`config.mk`:
```
export PLATFORM = sky130hd
export DESIGN_NAME = mmc3_clone_bank_mapper_irq_core
export DESIGN_NICKNAME = d
export VERILOG_FILES = /design/src/mmc3c_pkg.sv /design/src/mmc3_clone_bank_mapper_irq_core.sv
export SDC_FILE = /design/constraint.sdc
export NUM_CORES = 1
export LEC_CHECK = 0
export BUFFER_PORTS_ARGS = -buffer_cell sky130_fd_sc_hd__buf_2
export CAP_MARGIN = 20
export CORE_ASPECT_RATIO = 2
export CORE_UTILIZATION = 40
export CTS_CLUSTER_SIZE = 14
export DETAILED_ROUTE_END_ITERATION = 16
export GPL_TIMING_DRIVEN = 0
export PLACE_DENSITY = 0.75
export SETUP_SLACK_MARGIN = 0.5
export SYNTH_ARGS = -nofsm -noshare
export SYNTH_HDL_FRONTEND = slang
export SYNTH_SLANG_ARGS = --single-unit
```
`constraint.sdc`:
```
create_clock -name i_clk -period 3.1 [get_ports i_clk]
set_clock_uncertainty 0.2 [all_clocks]
set_input_delay 0.62 -clock i_clk [delete_from_list [all_inputs] [get_ports i_clk]]
set_output_delay 0.62 -clock i_clk [all_outputs]
set_load 0.05 [all_outputs]
```
`src/mmc3c_pkg.sv`:
```
// Shared types and constants for the MMC3-style clone mapper core.
// Used by mmc3_clone_bank_mapper_irq_core and its checker; depends on nothing.
package mmc3c_pkg;

    // Register decode: address bits 15:13 and 0 select the register.
    localparam logic [15:0] DEC_MASK       = 16'hE001;
    localparam logic [15:0] DEC_BANK_SEL   = 16'h8000;
    localparam logic [15:0] DEC_BANK_DATA  = 16'h8001;
    localparam logic [15:0] DEC_MIRROR     = 16'hA000;
    localparam logic [15:0] DEC_IRQ_LATCH  = 16'hC000;
    localparam logic [15:0] DEC_IRQ_RELOAD = 16'hC001;
    localparam logic [15:0] DEC_IRQ_DIS    = 16'hE000;
    localparam logic [15:0] DEC_IRQ_EN     = 16'hE001;

    // Result kinds.
    localparam logic [1:0] KIND_PRG = 2'd0;
    localparam logic [1:0] KIND_CHR = 2'd1;
    localparam logic [1:0] KIND_MIR = 2'd2;
    localparam logic [1:0] KIND_IRQ = 2'd3;

    // Mirroring codes.
    localparam logic [1:0] MIR_VERTICAL   = 2'd0;
    localparam logic [1:0] MIR_HORIZONTAL = 2'd1;
    localparam logic [1:0] MIR_FOUR       = 2'd2;

    // Bank-select mode codes (low three bits of the bank-select register).
    localparam logic [2:0] SEL_CHR_2K_0 = 3'd0;
    localparam logic [2:0] SEL_CHR_2K_1 = 3'd1;
    localparam logic [2:0] SEL_CHR_1K_2 = 3'd2;
    localparam logic [2:0] SEL_CHR_1K_3 = 3'd3;
    localparam logic [2:0] SEL_CHR_1K_4 = 3'd4;
    localparam logic [2:0] SEL_CHR_1K_5 = 3'd5;
    localparam logic [2:0] SEL_PRG_SWAP = 3'd6;
    localparam logic [2:0] SEL_PRG_A000 = 3'd7;

    // Window addresses.
    localparam logic [15:0] WIN_CHR_HALF = 16'h1000;
    localparam logic [15:0] WIN_CHR_0    = 16'h0000;
    localparam logic [15:0] WIN_CHR_1    = 16'h0400;
    localparam logic [15:0] WIN_CHR_2    = 16'h0800;
    localparam logic [15:0] WIN_CHR_3    = 16'h0C00;
    localparam logic [15:0] WIN_CHR_4    = 16'h1000;
    localparam logic [15:0] WIN_CHR_5    = 16'h1400;
    localparam logic [15:0] WIN_CHR_6    = 16'h1800;
    localparam logic [15:0] WIN_CHR_7    = 16'h1C00;
    localparam logic [15:0] WIN_PRG_8000 = 16'h8000;
    localparam logic [15:0] WIN_PRG_A000 = 16'hA000;
    localparam logic [15:0] WIN_PRG_C000 = 16'hC000;

    localparam logic [8:0] LAST_IRQ_LINE = 9'd240;

    // Configuration register indexes and reset values.
    localparam logic REG_PRG_BANK_COUNT = 1'b0;
    localparam logic REG_FOUR_SCREEN    = 1'b1;
    localparam logic [8:0] PRG_BANK_COUNT_RST = 9'd32;

    typedef struct packed {
        logic [1:0]  kind;
        logic [15:0] window_address;
        logic [7:0]  bank_number;
        logic        chr_in_ram;
        logic [1:0]  mirroring;
        logic        last;
    } t_result;

    localparam t_result RESULT_NONE = '0;

    // A 1 KB CHR mapping; the lowest four banks live in CHR RAM.
    function automatic t_result chr_result(input logic [15:0] win, input logic [7:0] bank);
        t_result r;
        r                = RESULT_NONE;
        r.kind           = KIND_CHR;
        r.window_address = win;
        r.bank_number    = bank;
        r.chr_in_ram     = (bank[7:2] == 6'd0);
        return r;
    endfunction

    function automatic t_result prg_result(input logic [15:0] win, input logic [7:0] bank);
        t_result r;
        r                = RESULT_NONE;
        r.kind           = KIND_PRG;
        r.window_address = win;
        r.bank_number    = bank;
        return r;
    endfunction

endpackage

```
`src/mmc3_clone_bank_mapper_irq_core.sv`:
```
// Top level of the MMC3-style clone mapper: register decode, scanline IRQ
// counter and the result queue. Depends on mmc3c_pkg.
//
// Usage: the input channel (i_valid / o_stall) carries one beat per CPU
// register write (i_operation 0) or end-of-scanline tick (i_operation 1).
// A beat is taken at a rising edge with i_valid high and o_stall low. Each
// beat yields zero, one or two result beats on the output channel
// (o_valid / i_stall); o_last marks the final result of an input beat.
// Bank-data writes in the 2 KB CHR modes yield two CHR beats, IRQ latch,
// reload, enable and disable writes, unhandled addresses and ticks past
// line 240 or with rendering off yield none.
// Throughput: one input beat per cycle while o_stall is low; the state update
// and result decode are a single level of logic in front of a small result
// queue, so the sustained rate is set by the output port, which moves one
// result a cycle while i_stall is low. The queue holds P_FIFO_DEPTH results;
// o_stall rises while fewer than two entries are free, so a stalled receiver
// backs the input up after a few beats without any result being lost.
// Stalled results hold steady. Reset (i_rst_n low, synchronous) empties the
// queue, clears the mapper state and sets prg_bank_count to 32 and four_screen
// to 0. The APB port writes prg_bank_count at 0x0 and four_screen at 0x4; the
// user must do so only while the core is idle; the block does not enforce it.
module mmc3_clone_bank_mapper_irq_core
    import mmc3c_pkg::*;
#(
    parameter int P_FIFO_DEPTH = 4
) (
    input  logic        i_clk,
    input  logic        i_rst_n,
    // Input channel.
    input  logic        i_valid,
    output logic        o_stall,
    input  logic        i_operation,
    input  logic [15:0] i_address,
    input  logic [7:0]  i_value,
    input  logic [8:0]  i_scanline,
    input  logic        i_rendering_on,
    // Output channel.
    output logic        o_valid,
    input  logic        i_stall,
    output logic [1:0]  o_kind,
    output logic [15:0] o_window_address,
    output logic [7:0]  o_bank_number,
    output logic        o_chr_in_ram,
    output logic [1:0]  o_mirroring,
    output logic        o_last,
    // Configuration port.
    input  logic        psel,
    input  logic        penable,
    input  logic        pwrite,
    input  logic [2:0]  paddr,
    input  logic [31:0] pwdata,
    output logic [31:0] prdata,
    output logic        pready
);

    // Queue depth must be a power of two and at least two.
    localparam int PTR_W = $clog2(P_FIFO_DEPTH);
    localparam int CNT_W = $clog2(P_FIFO_DEPTH + 1);
    localparam logic [CNT_W-1:0] STALL_LEVEL = CNT_W'(P_FIFO_DEPTH - 2);

    // Configuration registers.
    logic [8:0] r_prg_bank_count;
    logic       r_four_screen;

    // Mapper state. Bit 7 of bank select is the CHR inversion flag.
    logic [7:0] r_bank_select, n_bank_select;
    logic [7:0] r_irq_counter, n_irq_counter;
    logic [7:0] r_irq_latch, n_irq_latch;
    logic       r_irq_enabled, n_irq_enabled;

    // Result queue.
    t_result          r_fifo [P_FIFO_DEPTH];
    logic [PTR_W-1:0] r_wr_ptr, r_rd_ptr;
    logic [CNT_W-1:0] r_count;

    t_result    n_res0, n_res1;
    logic [1:0] n_nres;
    logic       in_acc, out_acc, cfg_wr;

    assign in_acc  = i_valid && !o_stall;
    assign out_acc = o_valid && !i_stall;
    assign o_stall = (r_count > STALL_LEVEL);
    assign o_valid = (r_count != '0);

    assign pready = 1'b1;
    assign cfg_wr = psel && penable && pwrite;
    assign prdata = (paddr[2] == REG_FOUR_SCREEN) ? {31'd0, r_four_screen}
                                                  : {23'd0, r_prg_bank_count};

    // Decode of one input beat: next state plus up to two results.
    always_comb begin
        logic [15:0] dec;
        logic [15:0] chr_base;
        logic [7:0]  even_bank;
        logic [7:0]  tick_count;

        dec        = i_address & DEC_MASK;
        chr_base   = r_bank_select[7] ? WIN_CHR_HALF : 16'h0000;
        even_bank  = {i_value[7:1], 1'b0};
        tick_count = (r_irq_counter == 8'd0) ? r_irq_latch : (r_irq_counter - 8'd1);

        n_bank_select = r_bank_select;
        n_irq_counter = r_irq_counter;
        n_irq_latch   = r_irq_latch;
        n_irq_enabled = r_irq_enabled;
        n_res0        = RESULT_NONE;
        n_res1        = RESULT_NONE;
        n_nres        = 2'd0;

        if (i_operation) begin
            if (i_scanline <= LAST_IRQ_LINE && i_rendering_on) begin
                n_irq_counter = tick_count;
                if (r_irq_enabled && tick_count == 8'd0) begin
                    n_res0.kind = KIND_IRQ;
                    n_nres      = 2'd1;
                end
            end
        end else begin
            unique case (dec)
                DEC_BANK_SEL: begin
                    n_bank_select = i_value;
                    n_res0 = prg_result(i_value[6] ? WIN_PRG_8000 : WIN_PRG_C000,
                                        r_prg_bank_count[7:0] - 8'd2);
                    n_nres = 2'd1;
                end
                DEC_BANK_DATA: begin
                    n_nres = 2'd1;
                    unique case (r_bank_select[2:0])
                        SEL_CHR_2K_0: begin
                            n_res0 = chr_result(chr_base ^ WIN_CHR_0, even_bank);
                            n_res1 = chr_result(chr_base ^ WIN_CHR_1, even_bank | 8'd1);
                            n_nres = 2'd2;
                        end
                        SEL_CHR_2K_1: begin
                            n_res0 = chr_result(chr_base ^ WIN_CHR_2, even_bank);
                            n_res1 = chr_result(chr_base ^ WIN_CHR_3, even_bank | 8'd1);
                            n_nres = 2'd2;
                        end
                        SEL_CHR_1K_2: n_res0 = chr_result(chr_base ^ WIN_CHR_4, i_value);
                        SEL_CHR_1K_3: n_res0 = chr_result(chr_base ^ WIN_CHR_5, i_value);
                        SEL_CHR_1K_4: n_res0 = chr_result(chr_base ^ WIN_CHR_6, i_value);
                        SEL_CHR_1K_5: n_res0 = chr_result(chr_base ^ WIN_CHR_7, i_value);
                        SEL_PRG_SWAP: n_res0 = prg_result(
                            r_bank_select[6] ? WIN_PRG_C000 : WIN_PRG_8000, i_value);
                        SEL_PRG_A000: n_res0 = prg_result(WIN_PRG_A000, i_value);
                        default:      n_res0 = RESULT_NONE;
                    endcase
                end
                DEC_MIRROR: begin
                    n_res0.kind      = KIND_MIR;
                    n_res0.mirroring = r_four_screen ? MIR_FOUR
                                     : (i_value[0] ? MIR_HORIZONTAL : MIR_VERTICAL);
                    n_nres           = 2'd1;
                end
                DEC_IRQ_LATCH:  n_irq_latch   = i_value;
                DEC_IRQ_RELOAD: n_irq_counter = 8'd0;
                DEC_IRQ_DIS:    n_irq_enabled = 1'b0;
                DEC_IRQ_EN:     n_irq_enabled = 1'b1;
                default: begin
                    n_nres = 2'd0;
                end
            endcase
        end

        n_res0.last = (n_nres == 2'd1);
        n_res1.last = 1'b1;
    end

    // Control state and configuration.
    always_ff @(posedge i_clk) begin
        if (!i_rst_n) begin
            r_prg_bank_count <= PRG_BANK_COUNT_RST;
            r_four_screen    <= 1'b0;
            r_bank_select    <= 8'd0;
            r_irq_counter    <= 8'd0;
            r_irq_latch      <= 8'd0;
            r_irq_enabled    <= 1'b0;
            r_wr_ptr         <= '0;
            r_rd_ptr         <= '0;
            r_count          <= '0;
        end else begin
            if (cfg_wr) begin
                if (paddr[2] == REG_PRG_BANK_COUNT) begin
                    r_prg_bank_count <= pwdata[8:0];
                end else begin
                    r_four_screen <= pwdata[0];
                end
            end
            if (in_acc) begin
                r_bank_select <= n_bank_select;
                r_irq_counter <= n_irq_counter;
                r_irq_latch   <= n_irq_latch;
                r_irq_enabled <= n_irq_enabled;
                r_wr_ptr      <= r_wr_ptr + PTR_W'(n_nres);
            end
            if (out_acc) begin
                r_rd_ptr <= r_rd_ptr + PTR_W'(1);
            end
            r_count <= r_count + (in_acc ? CNT_W'(n_nres) : CNT_W'(0))
                               - (out_acc ? CNT_W'(1) : CNT_W'(0));
        end
    end

    // Result payload storage.
    always_ff @(posedge i_clk) begin
        if (in_acc && n_nres != 2'd0) begin
            r_fifo[r_wr_ptr] <= n_res0;
        end
        if (in_acc && n_nres == 2'd2) begin
            r_fifo[r_wr_ptr + PTR_W'(1)] <= n_res1;
        end
    end

    assign o_kind           = r_fifo[r_rd_ptr].kind;
    assign o_window_address = r_fifo[r_rd_ptr].window_address;
    assign o_bank_number    = r_fifo[r_rd_ptr].bank_number;
    assign o_chr_in_ram     = r_fifo[r_rd_ptr].chr_in_ram;
    assign o_mirroring      = r_fifo[r_rd_ptr].mirroring;
    assign o_last           = r_fifo[r_rd_ptr].last;

endmodule

```
==> qor.csv, run 1 <==
metric,value,unit
outcome,finished with violations,
violated checks,setup timing,
Non-Filler Instances,983,
Netlist cell types,66,
Die Y,180,µm
drt pass-1 iters,6,
final worst path period need,3210,ps
Initial Util,41.2,%
Max VDD drop,0.523,mV
routed wire length per instance,19.2,µm
H-Tree Depth,4,
Area Overhead vs Synth,38.3,%
DRC violation count after routing,0,
io pins,142,
register area share after synthesis,46.2,%
Final setup viols,1,
clock transition at the registers of the reported paths,60,ps
num rows,64,
Buffers on Ports,67,
final wirelength,18900,µm
multi-input logic area,0.00365,mm²
synthesis warning total,0,
Fmax,311,MHz
"FFs w/ async S/R, synth",0,%
crit end category,flop,
sequential share of power,35.6,%
Yosys reg bits,121,
clk sinks,121,
PD cells,561,mW/mm²
Int Pwr,0.00333,W
ranking of synthesized cells by area,"edfxtp_1, dfxtp_1, mux4_2",
Reg-to-Reg End,r_count[2],
worst endpoint required time,3210,ps
Fill cells,1238,
Worst EP arrival,3320,ps
Hold Crit Depth,3,
largest net degree at the start of global routing,17,
DR vias,5411,
Post-Syn Instances,614,
max_cap viols,0,
placed cells,912,
Max-slew headroom,41.1,%
hold_ws,223,ps
Post-synth EDFFs,52,
combinational power share,25.6,%
largest area contributor in the netlist,edfxtp_1,
Die Wd,91.2,µm
Static Leak,3.41,nW
worst-margin pin slew,877,ps
max-slew violations,0,
area share of the largest cell type after synthesis,24.5,%
die area,0.0165,mm²
total gr overflow,0,
Syn Area/Cell,10.4,µm²
All-Layer GR Usage,23.0,%
class of the worst hold path,in2reg,
hold path endpoint,r_prg_bank_count[5],
vias in the first global route,5352,
total CTS buffers,17,
"top cells by count, synth","nor2_1, dfxtp_1, nand2_1",
DR iter-0 viols,436,
CP Max Fanout,6,
Max clock buf depth,2,
Core ar.,0.0155,mm²
flop2flop setup slack,-110,ps
path depth of the worst reg2reg path,13,
final hold vios,0,
dpl hpwl,12100,µm
vias per cell,5.50,
Final WS setup,-115,ps
antenna violations before repair,0,
Post-DRT Antenna Nets,0,
CTS tree,built,
first-pass GRT wire length,28700,µm
Reg area,0.00295,mm²
Hold Crit Start,pwdata[5],
post-cts hold buffer count,0,
clock share of power,38.8,%
R2R Path Start,r_irq_counter[5],
Worst-Skew Late Latency,420,ps
Final GP Congestion,0.929,
Final nets,856,
worst setup path category,reg2reg,
share of cells above drive strength 1,40.5,%
Mapped Area,0.00636,mm²
most common cell in the netlist,nor2_1,
crit start category,flop,
switching share of power,32.5,%
CTS root buf,clkbuf_16,
"Top FF cell, synth",dfxtp_1,
diodes inserted,0,
Final period util,104,%
RSZ-0062 raised after global routing,yes,
switching power,0.00161,W
logic make-up (layout without fill, tap and decap cells):
family | count (synthesis) | after routing | share of synthesized area [%]
AOI/OAI and AO/OA | 107 | 107 | 12.5
xor gates and xnor gates | 13 | 13 | 1.79
adders and majority gates | 7 | 7 | 1.49
buffers and inverters | 77 | 215 | 7.10
DFF | 121 | 121 | 46.2
muxes | 55 | 55 | 12.6
other | 2 | 34 | 0.118
and+or+nand+nor | 232 | 233 | 18.1
worst max-delay path, stage by stage, from the launching register on:
cell and delay [ps]:
dfxtp_1 540, nor4_4 80, and2_1 220, a31oi_1 360, and3_4 280, a22o_4 160, nand2_4 50, ha_4 270
inv_4 30, ha_4 140, fa_2 350, xnor2_2 150, xnor2_1 120, and2_1 140
metrics by stage:
step           area (µm²)  TNS, ps  setup slack, ps  total power, W  utilization (%)
2_1_floorplan        6600    -8.14            -8.14         0.00268                -
3_3_place_gp         7190   -32510             -923         0.00291             46.5
3_5_place_dp         7190   -32600             -920         0.00293             46.5
4_1_cts              8480    -62.6            -62.6         0.00488             54.9
5_1_grt              8800     -197             -159         0.00509             57.0
6_report             8800     -115             -115         0.00494             57.0
placed cells by master (no fill, tap or decap), types with 20 or more instances in the layout:
| cell type | Yosys | final |
|---|---|---|
| nor2_1 | 73 | 51 |
| buf_2 | 3 | 64 |
| nand2_1 | 58 | 56 |
| dfxtp_1 | 69 | 63 |
| edfxtp_1 | 52 | 52 |
| conb_1 | 2 | 34 |
| buf_4 | 34 | 53 |
| mux4_2 | 20 | 20 |
| nor2b_1 | 26 | 25 |
| mux2i_1 | 34 | 34 |
worst max-delay path by stage:
stage / from / to / slack, ps / cells after the start
finish: r_irq_counter[5] / r_count[2] / -110 / 13
floorplan: i_scanline[1] / r_count[2] / -8 / 13
global route: r_irq_counter[5] / r_count[2] / -160 / 13
detailed placement: i_address[13] / r_fifo[1][24] / -920 / 9
global placement: i_address[13] / r_fifo[1][24] / -920 / 9
CTS: r_irq_counter[0] / r_count[2] / -60 / 16
repair_timing:
item                       4_1_cts  5_1_grt
pin swaps                       30       25
resized for setup              127       59
hold endpoints to repair         0        0
setup endpoints to repair      155      157
gates cloned                     4        3
setup buffers                   25        7
registers in the layout (all words and copies together) (netlist names), named ones only:
register / flops
r_wr_ptr: 2
r_fifo: 80
r_irq_counter: 8
r_prg_bank_count: 9
r_four_screen: 1
r_irq_enabled: 1
r_count: 3
r_rd_ptr: 2
r_irq_latch: 8
r_bank_select: 5
layer usage:
| metal | part of all wire [%] | global-route usage (%) | wire, µm | vias up |
|---|---|---|---|---|
| met5 | 0 | 0 | 0 | - |
| met4 | 7.6 | 17.0 | 1440 | 0 |
| met3 | 5.3 | 3.80 | 1000 | 97 |
| met2 | 53 | 42.2 | 10100 | 285 |
| met1 | 34 | 22.7 | 6370 | 2569 |
| li1 | - | - | - | 2460 |
power by group through the flow:
stage | sequential [W] | clock (W) | combinational (W)
final | 0.00176 | 0.00192 | 0.00126
after global routing | 0.00177 | 0.00199 | 0.00134
after CTS | 0.00175 | 0.00191 | 0.00122
after detailed placement | 0.00178 | 0 | 0.00115
after global placement | 0.00178 | 0 | 0.00114
after floorplan | 0.00177 | 0 | 0.000907
layout make-up:
cell class,instances,area share [%]
Timing Repair Buffer,103,8.53
Multi-Input combinational cell,449,41.5
Inverter,16,1.08
Clock buffer,19,5.14
Clock inverter,13,1.38
Timing Repair inverter,3,0.469
Buffer,61,5.54
Tap cell,198,2.81
Sequential cell,121,33.5
Note: power is estimated with default switching activity, not from simulation.
==> run 2: changes to the inputs <==
- CORE_ASPECT_RATIO: 2 -> 0.5
- REMOVE_ABC_BUFFERS: not set -> 1
==> run 2 against run 1 <==
  * The flow still finishes with violations (setup timing)
  * Setup slack better by 39 ps
  * Critical path depth up 3
  * Largest cell class unchanged
  * Sequential cell count unchanged
  * Maximum frequency up 1.2%
  * Final area down 4.6%
  * Global-route usage down 2.8 points
  * Combinational power about the same
==> qor.csv, run 2 (synthesized netlist as in run 1, its figures left out) <==
metric,value,unit
outcome,finished with violations,
violated checks,setup timing,
Die Wd,180,µm
Final period util,102,%
RSZ-0062 raised after global routing,yes,
placed cells,860,
"most common cell after layout, fill and taps aside",buf_2,
path depth of the worst reg2reg path,16,
vias per cell,5.78,
flop2flop setup slack,-80,ps
All-Layer GR Usage,20.2,%
Hold Crit Depth,3,
DR vias,5452,
routed wire length per instance,20.0,µm
CTS tree,built,
Final nets,812,
num rows,32,
Die Y,91.2,µm
Initial Util,41.2,%
largest registers,"r_fifo: 80 flops, r_prg_bank_count: 9 flops",
met3 Usage GRT,3.37,%
die area,0.0165,mm²
dpl hpwl,10500,µm
hold_ws,237,ps
vias in the first global route,4841,
CP cell instances,inv_4 -> ha_4 -> buf_4 -> o21bai_1 -> a41oi_1 -> a31oi_2 -> nor2_4 -> a22o_4 -> nand2_4 -> ha_4 -> inv_2 -> ha_4 -> fa_2 -> xnor2_2 -> xnor2_1 -> and2_1,
CP Max Fanout,8,
final core occ,54.4,%
worst setup path category,reg2reg,
post-cts hold buffer count,0,
worst endpoint required time,3210,ps
Pwr Total,0.00501,W
Non-Filler Instances,944,
most frequent CP cell,ha_4,
Reg-to-Reg End,r_count[2],
R2R Path Start,r_irq_counter[1],
CP max stage delay,360,ps
io pins,142,
final hold vios,0,
most frequent cells in the layout,"buf_2, dfxtp_1, nand2_1",
drt pass-1 iters,6,
CTS root buf,clkbuf_16,
DR iter-0 viols,759,
Worst-Skew Late Latency,420,ps
total CTS buffers,17,
Core ar.,0.0155,mm²
setup_tns,-75.6,ps
Max clock buf depth,2,
met1 Usage GRT,25.2,%
final wirelength,18900,µm
Final setup viols,1,
Fmax,315,MHz
Buffers on Ports,70,
clock transition at the registers of the reported paths,50,ps
Most Crowded Layer GR,met2,
GR Util met2,34.5,%
Final WS setup,-75.6,ps
Final GP Congestion,0.894,
first-pass GRT wire length,25500,µm
Critical-path top delay cell,dfxtp_4,
max_cap viols,0,
final worst path period need,3180,ps
Largest register FFs,80,
Reg with most FFs,r_fifo,
hold path endpoint,r_prg_bank_count[5],
Worst EP arrival,3290,ps
class of the worst hold path,in2reg,
clk sinks,121,
worst-margin pin slew,890,ps
PD cells,596,mW/mm²
Area Overhead vs Synth,32.0,%
DRC violation count after routing,0,
Static Leak,3.19,nW
diodes inserted,0,
share of cells above drive strength 1,36.8,%
H-Tree Depth,4,
Hold Crit Start,pwdata[5],
crit start category,flop,
Max-slew headroom,40.5,%
total gr overflow,0,
Max VDD drop,0.406,mV
antenna violations before repair,0,
Post-DRT Antenna Nets,0,
crit end category,flop,
max-slew violations,0,
largest net degree at the start of global routing,41,
run 2: layout make-up:
type	instances	area, µm²
Tap cell	204	255
Timing Repair inverter	1	6.26
Clock buffer	18	429
Timing Repair Buffer	120	948
Sequential cell	121	2960
Inverter	16	77.6
Multi-Input combinational cell	451	3570
Clock inverter	13	154
Fill cell	1202	7050
run 2: critical path: cells and delay by family (launching register included):
family                   cells  cell delay [ps]
AO/OA/AOI/OAI                4              720
XOR/XNOR                     2              260
adder cells (fa/ha/maj)      4              940
buffers and inverters        3              220
flip-flops                   1              360
AND/OR/NAND/NOR              3              380
run 2: worst max path at each step:
stage	start	endpoint	slack (ps)	cells after the start
finish	r_irq_counter[1]	r_count[2]	-80	16
global route	r_irq_counter[0]	r_count[2]	-170	16
CTS	r_irq_counter[1]	r_count[2]	10	16
detailed placement	r_irq_counter[0]	r_fifo[2][6]	-1040	9
global placement	r_irq_counter[0]	r_fifo[2][6]	-960	9
floorplan	r_irq_counter[0]	r_count[2]	-210	15
run 2: repair_timing:
action / 4_1_cts / 5_1_grt
resized for setup: 49 / 107
buffers inserted: 15 / 30
pin swaps: 11 / 40
gates cloned: 1 / 6
setup endpoints to repair: 157 / 158
run 2: where the power goes:
| group | leakage [nW] | total [W] | switching (W) | internal [W] |
|---|---|---|---|---|
| Sequential | 1.06 | 0.00179 | 0.0000769 | 0.00172 |
| Combinational | 1.85 | 0.00123 | 0.000776 | 0.000451 |
| Clock | 0.273 | 0.00199 | 0.000737 | 0.00125 |
run 2: metrics by stage:
stage | setup slack (ps) | instance area (µm²)
2_1_floorplan | -214 | 6090
3_3_place_gp | -955 | 6700
3_5_place_dp | -1040 | 6730
4_1_cts | 13.6 | 7640
5_1_grt | -172 | 8400
6_report | -75.6 | 8400
run 2: metal layers:
metal / wire length [µm] / vias to the layer above
li1: - / 2371
met1: 7210 / 2585
met2: 8800 / 394
met3: 1970 / 102
met4: 933 / 0
met5: 0 / -
==> run 3: changes to the inputs <==
--- a/config.mk
+++ b/config.mk
@@ -8,5 +8,5 @@
 export BUFFER_PORTS_ARGS = -buffer_cell sky130_fd_sc_hd__buf_2
 export CAP_MARGIN = 20
-export CORE_ASPECT_RATIO = 0.5
+export CORE_ASPECT_RATIO = 1.5
 export CORE_UTILIZATION = 40
 export CTS_CLUSTER_SIZE = 14
==> constraint.sdc (replaced) <==
create_clock -name i_clk -period 3.1 [get_ports i_clk]
set_clock_uncertainty 0.2 [all_clocks]
set_input_delay 0.155 -clock i_clk [delete_from_list [all_inputs] [get_ports i_clk]]
set_output_delay 0.155 -clock i_clk [all_outputs]
set_load 0.05 [all_outputs]
==> run 3 against run 2 <==
  * The flow still finishes with violations (setup timing)
  * Worst hold slack lost 200 ps
  * Sequential power increased by 3%
  * Die area is 0.12% lower
  * Clock-buffer cell count increased by 2
  * Non-clock buffer count rose by 16
  * Sequential share of layout area shrank 0.85 points
  * Power shrank 2.0%
  * Largest power group unchanged
  * Highest routed layer unchanged
==> qor.csv, run 3 (synthesized netlist as in run 1, its figures left out) <==
metric,value,unit
CTS root buf,clkbuf_16,
DR vias,5455,
Fill cells,1268,
final hold vios,0,
vias per cell,5.68,
DR iter-0 viols,495,
sequential share of power,37.7,%
outcome,finished with violations,
total gr overflow,0,
R2R Path Start,r_irq_counter[5],
dpl hpwl,10800,µm
final instance area,0.00861,mm²
Final WS setup,-24.7,ps
Reg with most FFs,r_fifo,
Worst-Skew Late Latency,420,ps
Max clock buf depth,2,
routed wire length per instance,19.7,µm
final wirelength,19000,µm
Max VDD drop,0.375,mV
drt pass-1 iters,6,
CP Max Fanout,6,
RSZ-0062 raised after global routing,yes,
Static Leak,3.22,nW
Largest register FFs,80,
die area,0.0164,mm²
most frequent cells in the layout,"buf_2, dfxtp_1, nand2_1",
max-slew violations,0,
Max-slew headroom,40.7,%
dpl cell area,0.00670,mm²
share of cells above drive strength 1,37.1,%
Post-DRT Antenna Nets,0,
worst setup path category,reg2reg,
Final period util,101,%
"most common cell after layout, fill and taps aside",buf_2,
combinational power share,21.9,%
switching power,0.00155,W
clock transition at the registers of the reported paths,60,ps
Area Overhead vs Synth,35.2,%
crit start category,flop,
hold path endpoint,r_prg_bank_count[5],
Reg-to-Reg End,r_count[2],
CTS tree,built,
largest registers,"r_fifo: 80 flops, r_prg_bank_count: 9 flops",
Die Y,156,µm
first-pass GRT wire length,28400,µm
Int Pwr,0.00336,W
worst endpoint required time,3210,ps
io pins,142,
max_cap viols,0,
PD cells,570,mW/mm²
num rows,56,
Core ar.,0.0156,mm²
class of the worst hold path,in2reg,
flop2flop setup slack,-20,ps
H-Tree Depth,4,
antenna violations before repair,0,
switching share of power,31.6,%
Die Wd,105,µm
Final nets,829,
clk sinks,121,
Hold Crit Depth,2,
violated checks,setup timing,
largest net degree at the start of global routing,41,
final core occ,55.1,%
worst-margin pin slew,887,ps
Buffers on Ports,70,
Initial Util,40.7,%
path depth of the worst reg2reg path,14,
Fmax,320,MHz
Worst EP arrival,3240,ps
final worst path period need,3120,ps
Final setup viols,1,
clock share of power,40.4,%
diodes inserted,0,
Place WS,-938,ps
DRC violation count after routing,0,
Final GP Congestion,0.893,
vias in the first global route,5390,
Hold Crit Start,i_rst_n,
crit end category,flop,
total CTS buffers,17,
All-Layer GR Usage,22.9,%
## run 3: metrics by stage
step	TNS (ps)	hold WS, ps	cells	power [W]
final	-24.7	38.2	961	0.00491
after global routing	-423	21.0	961	0.00506
after CTS	0	22.3	950	0.00488
after detailed placement	-69830	187	859	0.00285
after global placement	-65030	168	858	0.00284
after floorplan	-7250	26.8	585	0.00261
## run 3: per-layer routing
layer | global-route usage (%) | vias up | wire length, µm
li1 | - | 2407 | -
met1 | 23.0 | 2623 | 6520
met2 | 42.0 | 318 | 9920
met3 | 5.21 | 107 | 1250
met4 | 15.6 | 0 | 1270
met5 | 0 | - | 0
## run 3: worst max-delay path, cell delays in order (launching register included)
cell and delay, ps:
dfxtp_2 360, nor4_4 300, buf_4 180, a41oi_1 100, a31oi_1 310, nor2_2 110
a22o_4 290, nand2_4 70, ha_4 130, inv_2 40, ha_4 140, fa_2 350
xnor2_2 150, xnor2_1 120, and2_1 150
## run 3: how the worst max path moves through the flow
| stage | startpoint | to | slack, ps | cells past startpoint |
|---|---|---|---|---|
| floorplan | r_irq_counter[0] | r_count[2] | -210 | 15 |
| global placement | r_irq_counter[0] | r_fifo[3][6] | -900 | 9 |
| detailed placement | r_irq_counter[0] | r_fifo[3][6] | -940 | 9 |
| CTS | r_irq_counter[0] | r_count[2] | 20 | 15 |
| global route | r_irq_counter[5] | r_count[2] | -160 | 14 |
| finish | r_irq_counter[5] | r_count[2] | -20 | 14 |
## run 3: cell type report
| cell class | count | area (µm²) | share of cell area, % |
|---|---|---|---|
| multi-input cells | 452 | 3640 | 42.3 |
| flip-flops and latches | 121 | 2960 | 34.4 |
| clock inverters | 12 | 150 | 1.74 |
| inverters | 16 | 75.1 | 0.872 |
| repair inverters | 1 | 8.76 | 0.102 |
| clock buffers | 20 | 437 | 5.07 |
| well taps | 203 | 254 | 2.95 |
| repair buffers | 136 | 1090 | 12.6 |
## run 3: timing repair
| action | 4_1_cts | 5_1_grt |
|---|---|---|
| cloned | 8 | 1 |
| endpoints found under the hold margin | 30 | 0 |
| setup buffers | 31 | 10 |
| pin swaps | 47 | 27 |
| setup endpoints to repair | 138 | 150 |
| hold buffers | 20 | 0 |
| resized for setup | 118 | 46 |
## run 3: power by group through the flow
stage                     Combinational (W)  Clock (W)  Sequential (W)
after floorplan                    0.000778          0         0.00184
after detailed placement           0.000969          0         0.00188
after CTS                           0.00105    0.00197         0.00186
final                               0.00107    0.00198         0.00185
after global placement             0.000968          0         0.00187
after global routing                0.00113    0.00205         0.00187
